### src/hdl/tlpp_pkg.sv
// shared types and constants for the tape line position pid block
package tlpp_pkg;

    // field widths fixed by the interface
    localparam int POS_W      = 3;
    localparam int ERR_W      = 4;
    localparam int DIFF_W     = 5;
    localparam int DIR_W      = 4;
    localparam int GAIN_W     = 16;
    localparam int CORR_W     = 32;
    localparam int CFG_IDX_W  = 3;
    localparam int CFG_DATA_W = 16;

    // configuration register indexes
    localparam logic [CFG_IDX_W-1:0] CFG_THRESH_LEFT   = 3'd0;
    localparam logic [CFG_IDX_W-1:0] CFG_THRESH_MIDDLE = 3'd1;
    localparam logic [CFG_IDX_W-1:0] CFG_THRESH_RIGHT  = 3'd2;
    localparam logic [CFG_IDX_W-1:0] CFG_IDEAL_POS     = 3'd3;
    localparam logic [CFG_IDX_W-1:0] CFG_GAIN_P        = 3'd4;
    localparam logic [CFG_IDX_W-1:0] CFG_GAIN_I        = 3'd5;
    localparam logic [CFG_IDX_W-1:0] CFG_GAIN_D        = 3'd6;

    // register reset values
    localparam int THRESH_LR_RESET = 40;
    localparam int THRESH_R_RESET  = 37;
    localparam logic [POS_W-1:0] IDEAL_POS_RESET = 3'd3;

    // line positions
    localparam logic [POS_W-1:0] POS_FAR_RIGHT = 3'd0;
    localparam logic [POS_W-1:0] POS_MED_RIGHT = 3'd1;
    localparam logic [POS_W-1:0] POS_SLT_RIGHT = 3'd2;
    localparam logic [POS_W-1:0] POS_CENTER    = 3'd3;
    localparam logic [POS_W-1:0] POS_SLT_LEFT  = 3'd4;
    localparam logic [POS_W-1:0] POS_MED_LEFT  = 3'd5;
    localparam logic [POS_W-1:0] POS_FAR_LEFT  = 3'd6;

    // direction codes
    localparam logic [DIR_W-1:0] DIR_ON        = 4'd0;
    localparam logic [DIR_W-1:0] DIR_SLIGHT_R  = 4'd1;
    localparam logic [DIR_W-1:0] DIR_MED_R     = 4'd2;
    localparam logic [DIR_W-1:0] DIR_BIG_R     = 4'd3;
    localparam logic [DIR_W-1:0] DIR_SLIGHT_L  = 4'd4;
    localparam logic [DIR_W-1:0] DIR_MED_L     = 4'd5;
    localparam logic [DIR_W-1:0] DIR_BIG_L     = 4'd6;
    localparam logic [DIR_W-1:0] DIR_NO_MATCH  = 4'd7;
    localparam logic [DIR_W-1:0] DIR_LOST      = 4'd8;

    // sensor patterns, left middle right
    localparam logic [2:0] PAT_NONE   = 3'b000;
    localparam logic [2:0] PAT_R      = 3'b001;
    localparam logic [2:0] PAT_M      = 3'b010;
    localparam logic [2:0] PAT_MR     = 3'b011;
    localparam logic [2:0] PAT_L      = 3'b100;
    localparam logic [2:0] PAT_LM     = 3'b110;
    localparam logic [2:0] PAT_LMR    = 3'b111;

    // per-item fields that ride along with the products
    typedef struct packed {
        logic [POS_W-1:0]        position;
        logic signed [ERR_W-1:0] error;
        logic [DIR_W-1:0]        code;
    } item_info_t;

endpackage

### src/hdl/tlpp_classify.sv
// sensor lanes, pattern classification and per-item controller state
module tlpp_classify
    import tlpp_pkg::*;
#(
    parameter int SAMPLE_BITS   = 10,
    parameter int INTEGRAL_BITS = 16
) (
    input  logic                            aclk,
    input  logic                            aresetn,
    input  logic                            accept,
    input  logic [SAMPLE_BITS-1:0]          sample_left,
    input  logic [SAMPLE_BITS-1:0]          sample_middle,
    input  logic [SAMPLE_BITS-1:0]          sample_right,
    input  logic [SAMPLE_BITS-1:0]          thresh_left,
    input  logic [SAMPLE_BITS-1:0]          thresh_middle,
    input  logic [SAMPLE_BITS-1:0]          thresh_right,
    input  logic [POS_W-1:0]                ideal_pos,
    output item_info_t                      info,
    output logic signed [INTEGRAL_BITS-1:0] integral,
    output logic signed [DIFF_W-1:0]        diff
);

    logic [2:0]                      bits;
    logic [2:0]                      prev_bits_reg, prev_bits_next;
    logic [POS_W-1:0]                pos_reg, pos_next;
    logic [POS_W-1:0]                far_reg, far_next;
    logic signed [ERR_W-1:0]         err_reg, err_next;
    logic signed [ERR_W-1:0]         prev_err_reg;
    logic [DIR_W-1:0]                lost_reg, lost_next;
    logic [DIR_W-1:0]                code_reg, code_next;
    logic signed [INTEGRAL_BITS-1:0] integ_reg, integ_next;
    logic signed [DIFF_W-1:0]        diff_reg, diff_next;
    logic [POS_W-1:0]                pos_cand;
    logic                            set_pos;
    logic signed [INTEGRAL_BITS:0]   integ_ext;

    // one compare per sensor lane
    assign bits = {sample_left > thresh_left, sample_middle > thresh_middle,
                   sample_right > thresh_right};

    // pattern table and off-tape recovery
    always_comb begin
        pos_cand  = pos_reg;
        set_pos   = 1'b1;
        code_next = DIR_NO_MATCH;
        lost_next = lost_reg;
        far_next  = far_reg;
        unique case (bits)
            PAT_M, PAT_LMR: begin
                pos_cand = POS_CENTER;    code_next = DIR_ON;       lost_next = DIR_LOST;
            end
            PAT_LM: begin
                pos_cand = POS_SLT_RIGHT; code_next = DIR_SLIGHT_R; lost_next = DIR_LOST;
            end
            PAT_L: begin
                pos_cand = POS_MED_RIGHT; code_next = DIR_MED_R;    lost_next = DIR_LOST;
            end
            PAT_MR: begin
                pos_cand = POS_SLT_LEFT;  code_next = DIR_SLIGHT_L; lost_next = DIR_LOST;
            end
            PAT_R: begin
                pos_cand = POS_MED_LEFT;  code_next = DIR_MED_L;    lost_next = DIR_LOST;
            end
            PAT_NONE: begin
                priority if (prev_bits_reg[2]) begin
                    pos_cand  = POS_FAR_RIGHT;
                    code_next = DIR_BIG_R;
                    lost_next = DIR_BIG_R;
                    far_next  = POS_FAR_RIGHT;
                end else if (prev_bits_reg[0]) begin
                    pos_cand  = POS_FAR_LEFT;
                    code_next = DIR_BIG_L;
                    lost_next = DIR_BIG_L;
                    far_next  = POS_FAR_LEFT;
                end else begin
                    code_next = lost_reg;
                    if (far_reg == POS_FAR_RIGHT || far_reg == POS_FAR_LEFT) begin
                        pos_cand = far_reg;
                    end else begin
                        set_pos = 1'b0;
                    end
                end
            end
            default: begin
                set_pos = 1'b0;
            end
        endcase
    end

    // held position and error, error recomputed only when position is set
    always_comb begin
        prev_bits_next = bits;
        pos_next       = set_pos ? pos_cand : pos_reg;
        err_next       = set_pos ? ERR_W'(signed'({1'b0, ideal_pos}) - signed'({1'b0, pos_cand}))
                                 : err_reg;
    end

    // saturating integral and first difference
    always_comb begin
        integ_ext = {integ_reg[INTEGRAL_BITS-1], integ_reg}
                  + {{(INTEGRAL_BITS+1-ERR_W){err_next[ERR_W-1]}}, err_next};
        if (integ_ext[INTEGRAL_BITS] != integ_ext[INTEGRAL_BITS-1]) begin
            integ_next = integ_ext[INTEGRAL_BITS]
                       ? {1'b1, {(INTEGRAL_BITS-1){1'b0}}}
                       : {1'b0, {(INTEGRAL_BITS-1){1'b1}}};
        end else begin
            integ_next = integ_ext[INTEGRAL_BITS-1:0];
        end
        diff_next = {err_next[ERR_W-1], err_next} - {prev_err_reg[ERR_W-1], prev_err_reg};
    end

    // state advances once per accepted request
    always_ff @(posedge aclk) begin
        if (!aresetn) begin
            prev_bits_reg <= 3'b000;
            pos_reg       <= POS_CENTER;
            far_reg       <= POS_CENTER;
            err_reg       <= '0;
            prev_err_reg  <= '0;
            lost_reg      <= DIR_LOST;
            integ_reg     <= '0;
        end else if (accept) begin
            prev_bits_reg <= prev_bits_next;
            pos_reg       <= pos_next;
            far_reg       <= far_next;
            err_reg       <= err_next;
            prev_err_reg  <= err_next;
            lost_reg      <= lost_next;
            integ_reg     <= integ_next;
        end
    end

    // per-item payload
    always_ff @(posedge aclk) begin
        if (accept) begin
            code_reg <= code_next;
            diff_reg <= diff_next;
        end
    end

    assign info.position = pos_reg;
    assign info.error    = err_reg;
    assign info.code     = code_reg;
    assign integral      = integ_reg;
    assign diff          = diff_reg;

endmodule

### src/hdl/tlpp_term_lane.sv
// one pid term lane: signed operand times a q8.8 gain, registered
module tlpp_term_lane
    import tlpp_pkg::*;
#(
    parameter int A_W = 4
) (
    input  logic                         aclk,
    input  logic                         en,
    input  logic signed [A_W-1:0]        operand,
    input  logic signed [GAIN_W-1:0]     gain,
    output logic signed [A_W+GAIN_W-1:0] product
);

    logic signed [A_W+GAIN_W-1:0] prod_reg, prod_next;

    // full-precision signed product
    always_comb begin
        prod_next = (A_W+GAIN_W)'(operand) * (A_W+GAIN_W)'(gain);
    end

    always_ff @(posedge aclk) begin
        if (en) begin
            prod_reg <= prod_next;
        end
    end

    assign product = prod_reg;

endmodule

### src/hdl/tlpp_merge.sv
// merge stage: adds the three term products and saturates to 32 bits
module tlpp_merge
    import tlpp_pkg::*;
#(
    parameter int INTEGRAL_BITS = 16
) (
    input  logic                                   aclk,
    input  logic                                   en,
    input  item_info_t                             info_in,
    input  logic signed [ERR_W+GAIN_W-1:0]         p_term,
    input  logic signed [INTEGRAL_BITS+GAIN_W-1:0] i_term,
    input  logic signed [DIFF_W+GAIN_W-1:0]        d_term,
    output item_info_t                             info_out,
    output logic signed [CORR_W-1:0]               correction
);

    localparam int P_W   = ERR_W + GAIN_W;
    localparam int I_W   = INTEGRAL_BITS + GAIN_W;
    localparam int D_W   = DIFF_W + GAIN_W;
    localparam int SUM_W = (I_W + 2 > CORR_W + 2) ? I_W + 2 : CORR_W + 2;
    localparam int TOP_W = SUM_W - CORR_W + 1;

    logic signed [SUM_W-1:0]  sum;
    logic [TOP_W-1:0]         top_bits;
    logic signed [CORR_W-1:0] corr_reg, corr_next;
    item_info_t               info_reg;

    // sign-extended sum of the lanes
    always_comb begin
        sum = {{(SUM_W-P_W){p_term[P_W-1]}}, p_term}
            + {{(SUM_W-I_W){i_term[I_W-1]}}, i_term}
            + {{(SUM_W-D_W){d_term[D_W-1]}}, d_term};
        top_bits = sum[SUM_W-1:CORR_W-1];
    end

    // clamp to the signed 32-bit range
    always_comb begin
        if ((&top_bits) || !(|top_bits)) begin
            corr_next = sum[CORR_W-1:0];
        end else if (sum[SUM_W-1]) begin
            corr_next = {1'b1, {(CORR_W-1){1'b0}}};
        end else begin
            corr_next = {1'b0, {(CORR_W-1){1'b1}}};
        end
    end

    always_ff @(posedge aclk) begin
        if (en) begin
            corr_reg <= corr_next;
            info_reg <= info_in;
        end
    end

    assign correction = corr_reg;
    assign info_out   = info_reg;

endmodule

### src/hdl/tape_line_position_pid.sv
// top level of the tape line position pid block
//
//  channel   direction  fields (low bit first)                       handshake
//  s_        in         sample_left, sample_middle, sample_right     s_tvalid / s_tready
//  m_        out        line_position, position_error,               m_tvalid / m_tready
//                       direction_code, correction
//  cfg_      in         cfg_index, cfg_data                          cfg_valid / cfg_ready
//
// one request per cycle unless the output register is full and not taken; each result
// passes through the registered classify/state, three multiplier lanes, and sum and saturate
// a synchronous active-low reset clears the pipeline valid bits, the controller state
// and the configuration registers to their defaults; no clearing pass
// the whole pipeline holds when the output register is full and not taken;
// configuration writes are always accepted
module tape_line_position_pid
    import tlpp_pkg::*;
#(
    parameter int SAMPLE_BITS   = 10,
    parameter int INTEGRAL_BITS = 16
) (
    input  logic                                         aclk,
    input  logic                                         aresetn,
    // sample_left, sample_middle, sample_right, zero pad
    input  logic [((3*SAMPLE_BITS+7)/8)*8-1:0]           s_tdata,
    input  logic                                         s_tvalid,
    output logic                                         s_tready,
    // line_position, position_error, direction_code, correction, zero pad
    output logic [((POS_W+ERR_W+DIR_W+CORR_W+7)/8)*8-1:0] m_tdata,
    output logic                                         m_tvalid,
    input  logic                                         m_tready,
    input  logic [CFG_IDX_W-1:0]                         cfg_index,
    input  logic [CFG_DATA_W-1:0]                        cfg_data,
    input  logic                                         cfg_valid,
    output logic                                         cfg_ready
);

    localparam int M_W   = ((POS_W+ERR_W+DIR_W+CORR_W+7)/8)*8;
    localparam int M_USE = POS_W + ERR_W + DIR_W + CORR_W;

    logic [SAMPLE_BITS-1:0]          thr_left_reg, thr_middle_reg, thr_right_reg;
    logic [POS_W-1:0]                ideal_reg;
    logic signed [GAIN_W-1:0]        gain_p_reg, gain_i_reg, gain_d_reg;
    logic                            v1_reg, v2_reg, v3_reg;
    logic                            adv;
    logic                            accept;
    item_info_t                      info1, info2_reg, info3;
    logic signed [INTEGRAL_BITS-1:0] integral;
    logic signed [DIFF_W-1:0]        diff;
    logic signed [ERR_W+GAIN_W-1:0]  p_term;
    logic signed [INTEGRAL_BITS+GAIN_W-1:0] i_term;
    logic signed [DIFF_W+GAIN_W-1:0] d_term;
    logic signed [CORR_W-1:0]        correction;

    // configuration registers
    assign cfg_ready = 1'b1;

    always_ff @(posedge aclk) begin
        if (!aresetn) begin
            thr_left_reg   <= SAMPLE_BITS'(THRESH_LR_RESET);
            thr_middle_reg <= SAMPLE_BITS'(THRESH_LR_RESET);
            thr_right_reg  <= SAMPLE_BITS'(THRESH_R_RESET);
            ideal_reg      <= IDEAL_POS_RESET;
            gain_p_reg     <= '0;
            gain_i_reg     <= '0;
            gain_d_reg     <= '0;
        end else if (cfg_valid) begin
            unique case (cfg_index)
                CFG_THRESH_LEFT:   thr_left_reg   <= cfg_data[SAMPLE_BITS-1:0];
                CFG_THRESH_MIDDLE: thr_middle_reg <= cfg_data[SAMPLE_BITS-1:0];
                CFG_THRESH_RIGHT:  thr_right_reg  <= cfg_data[SAMPLE_BITS-1:0];
                CFG_IDEAL_POS:     ideal_reg      <= cfg_data[POS_W-1:0];
                CFG_GAIN_P:        gain_p_reg     <= cfg_data[GAIN_W-1:0];
                CFG_GAIN_I:        gain_i_reg     <= cfg_data[GAIN_W-1:0];
                CFG_GAIN_D:        gain_d_reg     <= cfg_data[GAIN_W-1:0];
                default: ;
            endcase
        end
    end

    // pipeline moves whenever the output register can take a new result
    assign adv      = !v3_reg || m_tready;
    assign s_tready = adv;
    assign accept   = s_tvalid && adv;

    always_ff @(posedge aclk) begin
        if (!aresetn) begin
            v1_reg <= 1'b0;
            v2_reg <= 1'b0;
            v3_reg <= 1'b0;
        end else if (adv) begin
            v1_reg <= s_tvalid;
            v2_reg <= v1_reg;
            v3_reg <= v2_reg;
        end
    end

    // stage one: sensor lanes and classification
    tlpp_classify #(
        .SAMPLE_BITS   (SAMPLE_BITS),
        .INTEGRAL_BITS (INTEGRAL_BITS)
    ) u_classify (
        .aclk          (aclk),
        .aresetn       (aresetn),
        .accept        (accept),
        .sample_left   (s_tdata[SAMPLE_BITS-1:0]),
        .sample_middle (s_tdata[2*SAMPLE_BITS-1:SAMPLE_BITS]),
        .sample_right  (s_tdata[3*SAMPLE_BITS-1:2*SAMPLE_BITS]),
        .thresh_left   (thr_left_reg),
        .thresh_middle (thr_middle_reg),
        .thresh_right  (thr_right_reg),
        .ideal_pos     (ideal_reg),
        .info          (info1),
        .integral      (integral),
        .diff          (diff)
    );

    // stage two: three term lanes
    tlpp_term_lane #(.A_W(ERR_W)) u_lane_p (
        .aclk    (aclk),
        .en      (adv),
        .operand (info1.error),
        .gain    (gain_p_reg),
        .product (p_term)
    );

    tlpp_term_lane #(.A_W(INTEGRAL_BITS)) u_lane_i (
        .aclk    (aclk),
        .en      (adv),
        .operand (integral),
        .gain    (gain_i_reg),
        .product (i_term)
    );

    tlpp_term_lane #(.A_W(DIFF_W)) u_lane_d (
        .aclk    (aclk),
        .en      (adv),
        .operand (diff),
        .gain    (gain_d_reg),
        .product (d_term)
    );

    always_ff @(posedge aclk) begin
        if (adv) begin
            info2_reg <= info1;
        end
    end

    // stage three: merge into the output register
    tlpp_merge #(.INTEGRAL_BITS(INTEGRAL_BITS)) u_merge (
        .aclk       (aclk),
        .en         (adv),
        .info_in    (info2_reg),
        .p_term     (p_term),
        .i_term     (i_term),
        .d_term     (d_term),
        .info_out   (info3),
        .correction (correction)
    );

    // result packing
    assign m_tvalid = v3_reg;
    assign m_tdata  = {{(M_W-M_USE){1'b0}}, correction, info3.code, info3.error,
                       info3.position};

endmodule
### config.mk
export PLATFORM = sky130hd
export DESIGN_NAME = tape_line_position_pid
export DESIGN_NICKNAME = d
export VERILOG_FILES = /design/src/hdl/tlpp_pkg.sv /design/src/hdl/tlpp_classify.sv /design/src/hdl/tlpp_term_lane.sv /design/src/hdl/tlpp_merge.sv /design/src/hdl/tape_line_position_pid.sv
export SDC_FILE = /design/constraint.sdc
export NUM_CORES = 2
export LEC_CHECK = 0
export ABC_AREA = 1
export BUFFER_PORTS_ARGS = -buffer_cell sky130_fd_sc_hd__buf_2
export CELL_PAD_IN_SITES_DETAIL_PLACEMENT = 0
export CELL_PAD_IN_SITES_GLOBAL_PLACEMENT = 1
export CORE_MARGIN = 2
export CORE_UTILIZATION = 30
export CTS_CLUSTER_SIZE = 14
export DETAILED_ROUTE_END_ITERATION = 8
export PLACE_DENSITY = 0.59
export SYNTH_ARGS = -nofsm -noshare
export SYNTH_HDL_FRONTEND = slang
export SYNTH_SLANG_ARGS = --single-unit
### constraint.sdc
create_clock -name aclk -period 10.6 [get_ports aclk]
set_input_delay 0 -clock aclk [delete_from_list [all_inputs] [get_ports aclk]]
set_output_delay 0 -clock aclk [all_outputs]
set_load 0.02 [all_outputs]
==> results.json <==
{
  "worst_pin_slew_ns": 1.32,
  "placed_cell_area_sq_um": 31600,
  "synth.largest_area_cell": "fa_1",
  "report.final.slew_viol_count": 0,
  "fin_area_sq_um": 32800,
  "cts-buffers-inserted": 31,
  "synth-simple-area-share_pct": 19.2,
  "yosysMostFrequentCell": "nand2_1",
  "rows": 115,
  "area_delta_synth_final_pct": 10.1,
  "cp_max_fo": 18,
  "synth_cell_types": 48,
  "dp_cells": 5106,
  "cts_tree": "yes",
  "hold_class": "in2reg",
  "status": "complete, no violations",
  "min_period_over_period_pct": 61.0,
  "diodes": 0,
  "first_global_vias": 24400,
  "synthAdderAreaFrac_pct": 35.0,
  "post_cts_resized": 0,
  "synthMuxAreaShare_pct": 0,
  "first_iter_violations": 1065,
  "via_per_inst": 4.47,
  "fin_crit_ns": 6.46,
  "timing.fmax_mhz": 155,
  "startpoint_type": "flop",
  "synth-compound-area-share_pct": 8.56,
  "synthArstFlopShare_pct": 0,
  "antenna_found_initial": 5,
  "grt_pass1_wl_mm": 132,
  "synth_area_sq_um": 29800,
  "clk_latency_ns": 0.59,
  "postLayoutCoreUtil_pct": 33.4,
  "synthCells": 3812,
  "rsz0062_at_grt": "no",
  "peakVddDrop_mv": 0.200,
  "synth_top_family_by_area": "adder cells",
  "tns_ns": 0,
  "wl_per_cell_um": 15.3,
  "nNetsFinal": 4556,
  "max_cap_violations": 0,
  "setup_viol": 0,
  "clock_skew_ns": 0.0167,
  "grt.total_usage_pct": 16.0,
  "vias": 23200,
  "clock_path_buffers": 3,
  "place_congestion": 0.805,
  "drtAntennaViolNets": 0,
  "maxSlewHeadroom_pct": 11.2,
  "synth.top_cells.by_area": "fa_1, edfxtp_1, ha_1",
  "totalWireLength_mm": 79.6,
  "cts.sinks": 252,
  "synthTopCellsByCount": "nand2_1, inv_1, fa_1",
  "drc": 0,
  "ys.flop_type": "edfxtp_1",
  "die_area_sq_um": 102000,
  "drive_gt1_share_pct": 5.82,
  "place_ws_ns": 4.10,
  "cts.root.buffer_cell": "clkbuf_16",
  "syn_avg_cell_area_sq_um": 7.82,
  "synth-seq-area-share_pct": 21.5,
  "stdcell_count": 5189,
  "post-dp-hpwl_mm": 65.0,
  "portBuffers": 98,
  "die_x_um": 319,
  "endpoint_kind": "flop",
  "ios": 107,
  "synth_xor_area_share_pct": 3.97,
  "cellPowerDensity_nw_per_um2": 192,
  "total_power_mw": 6.32,
  "critPathKind": "reg2reg",
  "cp.arrival_ns": 6.78,
  "start_util_pct": 30.3,
  "synth_top_cell_area_share_pct": 23.5,
  "leakage_nw": 17.2,
  "clk_pin_slew_ns": 0.06,
  "h-tree-depth": 1,
  "die-height_um": 319,
  "yosys_register_bits": 252,
  "setup_slack_ns": 4.14,
  "ys.warnings.count": 0,
  "timing.hold.ws_ns": 0.119,
  "cp.required_ns": 10.92,
  "hold_viol": 0,
  "first_pass_iters": 5,
  "grt_remaining_overflow": 0,
  "grt_max_degree": 81,
  "synth_edf_count": 136,
  "coreArea_sq_um": 98400
}
[placed cells by master (no fill, tap or decap), types with 4 or more instances in the layout]
master,synthesis,routed
nand3b_1,7,7
xor2_1,95,95
o21bai_1,18,18
o211ai_1,12,12
clkbuf_8,0,8
o21ai_0,166,166
edfxtp_1,136,136
o21a_1,5,5
dlygate4sd3_1,0,25
nor3_1,23,23
nor2_1,299,299
or2_2,40,40
ha_1,273,273
clkinv_2,0,4
conb_1,2,6
dfxtp_1,116,116
o31ai_1,6,6
nand2_1,906,906
nand2_2,7,7
xnor2_1,40,40
nand3_1,103,103
a31oi_1,9,9
clkbuf_16,0,31
nand4_1,17,17
nor4_1,7,7
buf_4,6,23
a21oi_1,213,213
clkbuf_1,101,10
inv_1,794,793
fa_1,350,350
buf_2,3,98
a21o_1,22,22
[per-layer routing]
layer,GRT usage (%),share of wire (%)
met3,1.25,2.1
met5,0,0
met2,27.0,46
met1,22.7,50
met4,2.62,1.5
[cells by family after synthesis]
group | after synthesis
DFF | 252
buffers and inverters | 915
xor gates and xnor gates | 135
AOI/OAI and AO/OA | 465
adders and majority gates | 623
other | 2
and+or+nand+nor | 1420
[repair_timing]
item	in CTS	in global routing
hold buffers	25	0
endpoints found under the hold margin	103	0
buffers inserted	0	0
[final cells by class]
class                   instances  area, sq um
clock inverters                 9         62.6
clock buffers                  49          923
inverters                     797         3000
repair buffers                146          913
flip-flops and latches        252         6410
fillers                     10700        65600
multi-input cells            2649        19900
well taps                    1287         1610
[where the power goes]
part	internal, mW	switching (mW)
clock	0.595	0.426
sequential	1.40	0.243
combinational	1.26	2.40
total	3.25	3.07
[final timing paths]
path                           startpoint                           to  slack [ns]  depth (start not counted)
hold / removal                s_tdata[21]  u_classify.prev_bits_reg[0]        0.12                          5
hold reg to reg              info2_reg[3]          u_merge.info_out[3]        0.42                          0
setup reg to reg  u_classify.integral[15]         u_lane_i.product[31]        4.14                         19
setup / recovery  u_classify.integral[15]         u_lane_i.product[31]        4.14                         19
[critical path, stage by stage, from the launching register on]
cell and delay [ns]:
dfxtp_1 0.86, nand2_1 0.21, inv_1 0.16, fa_1 0.49
fa_1 0.87, fa_1 0.57, inv_1 0.10, fa_1 0.45
fa_1 0.53, fa_1 0.55, inv_1 0.05, ha_1 0.30
inv_1 0.08, nor3_1 0.27, nand4_1 0.17, nor3_1 0.16
nand2_1 0.07, inv_1 0.07, nor2_1 0.06, xnor2_1 0.14
No activity file was read; power rests on OpenSTA's default activity.
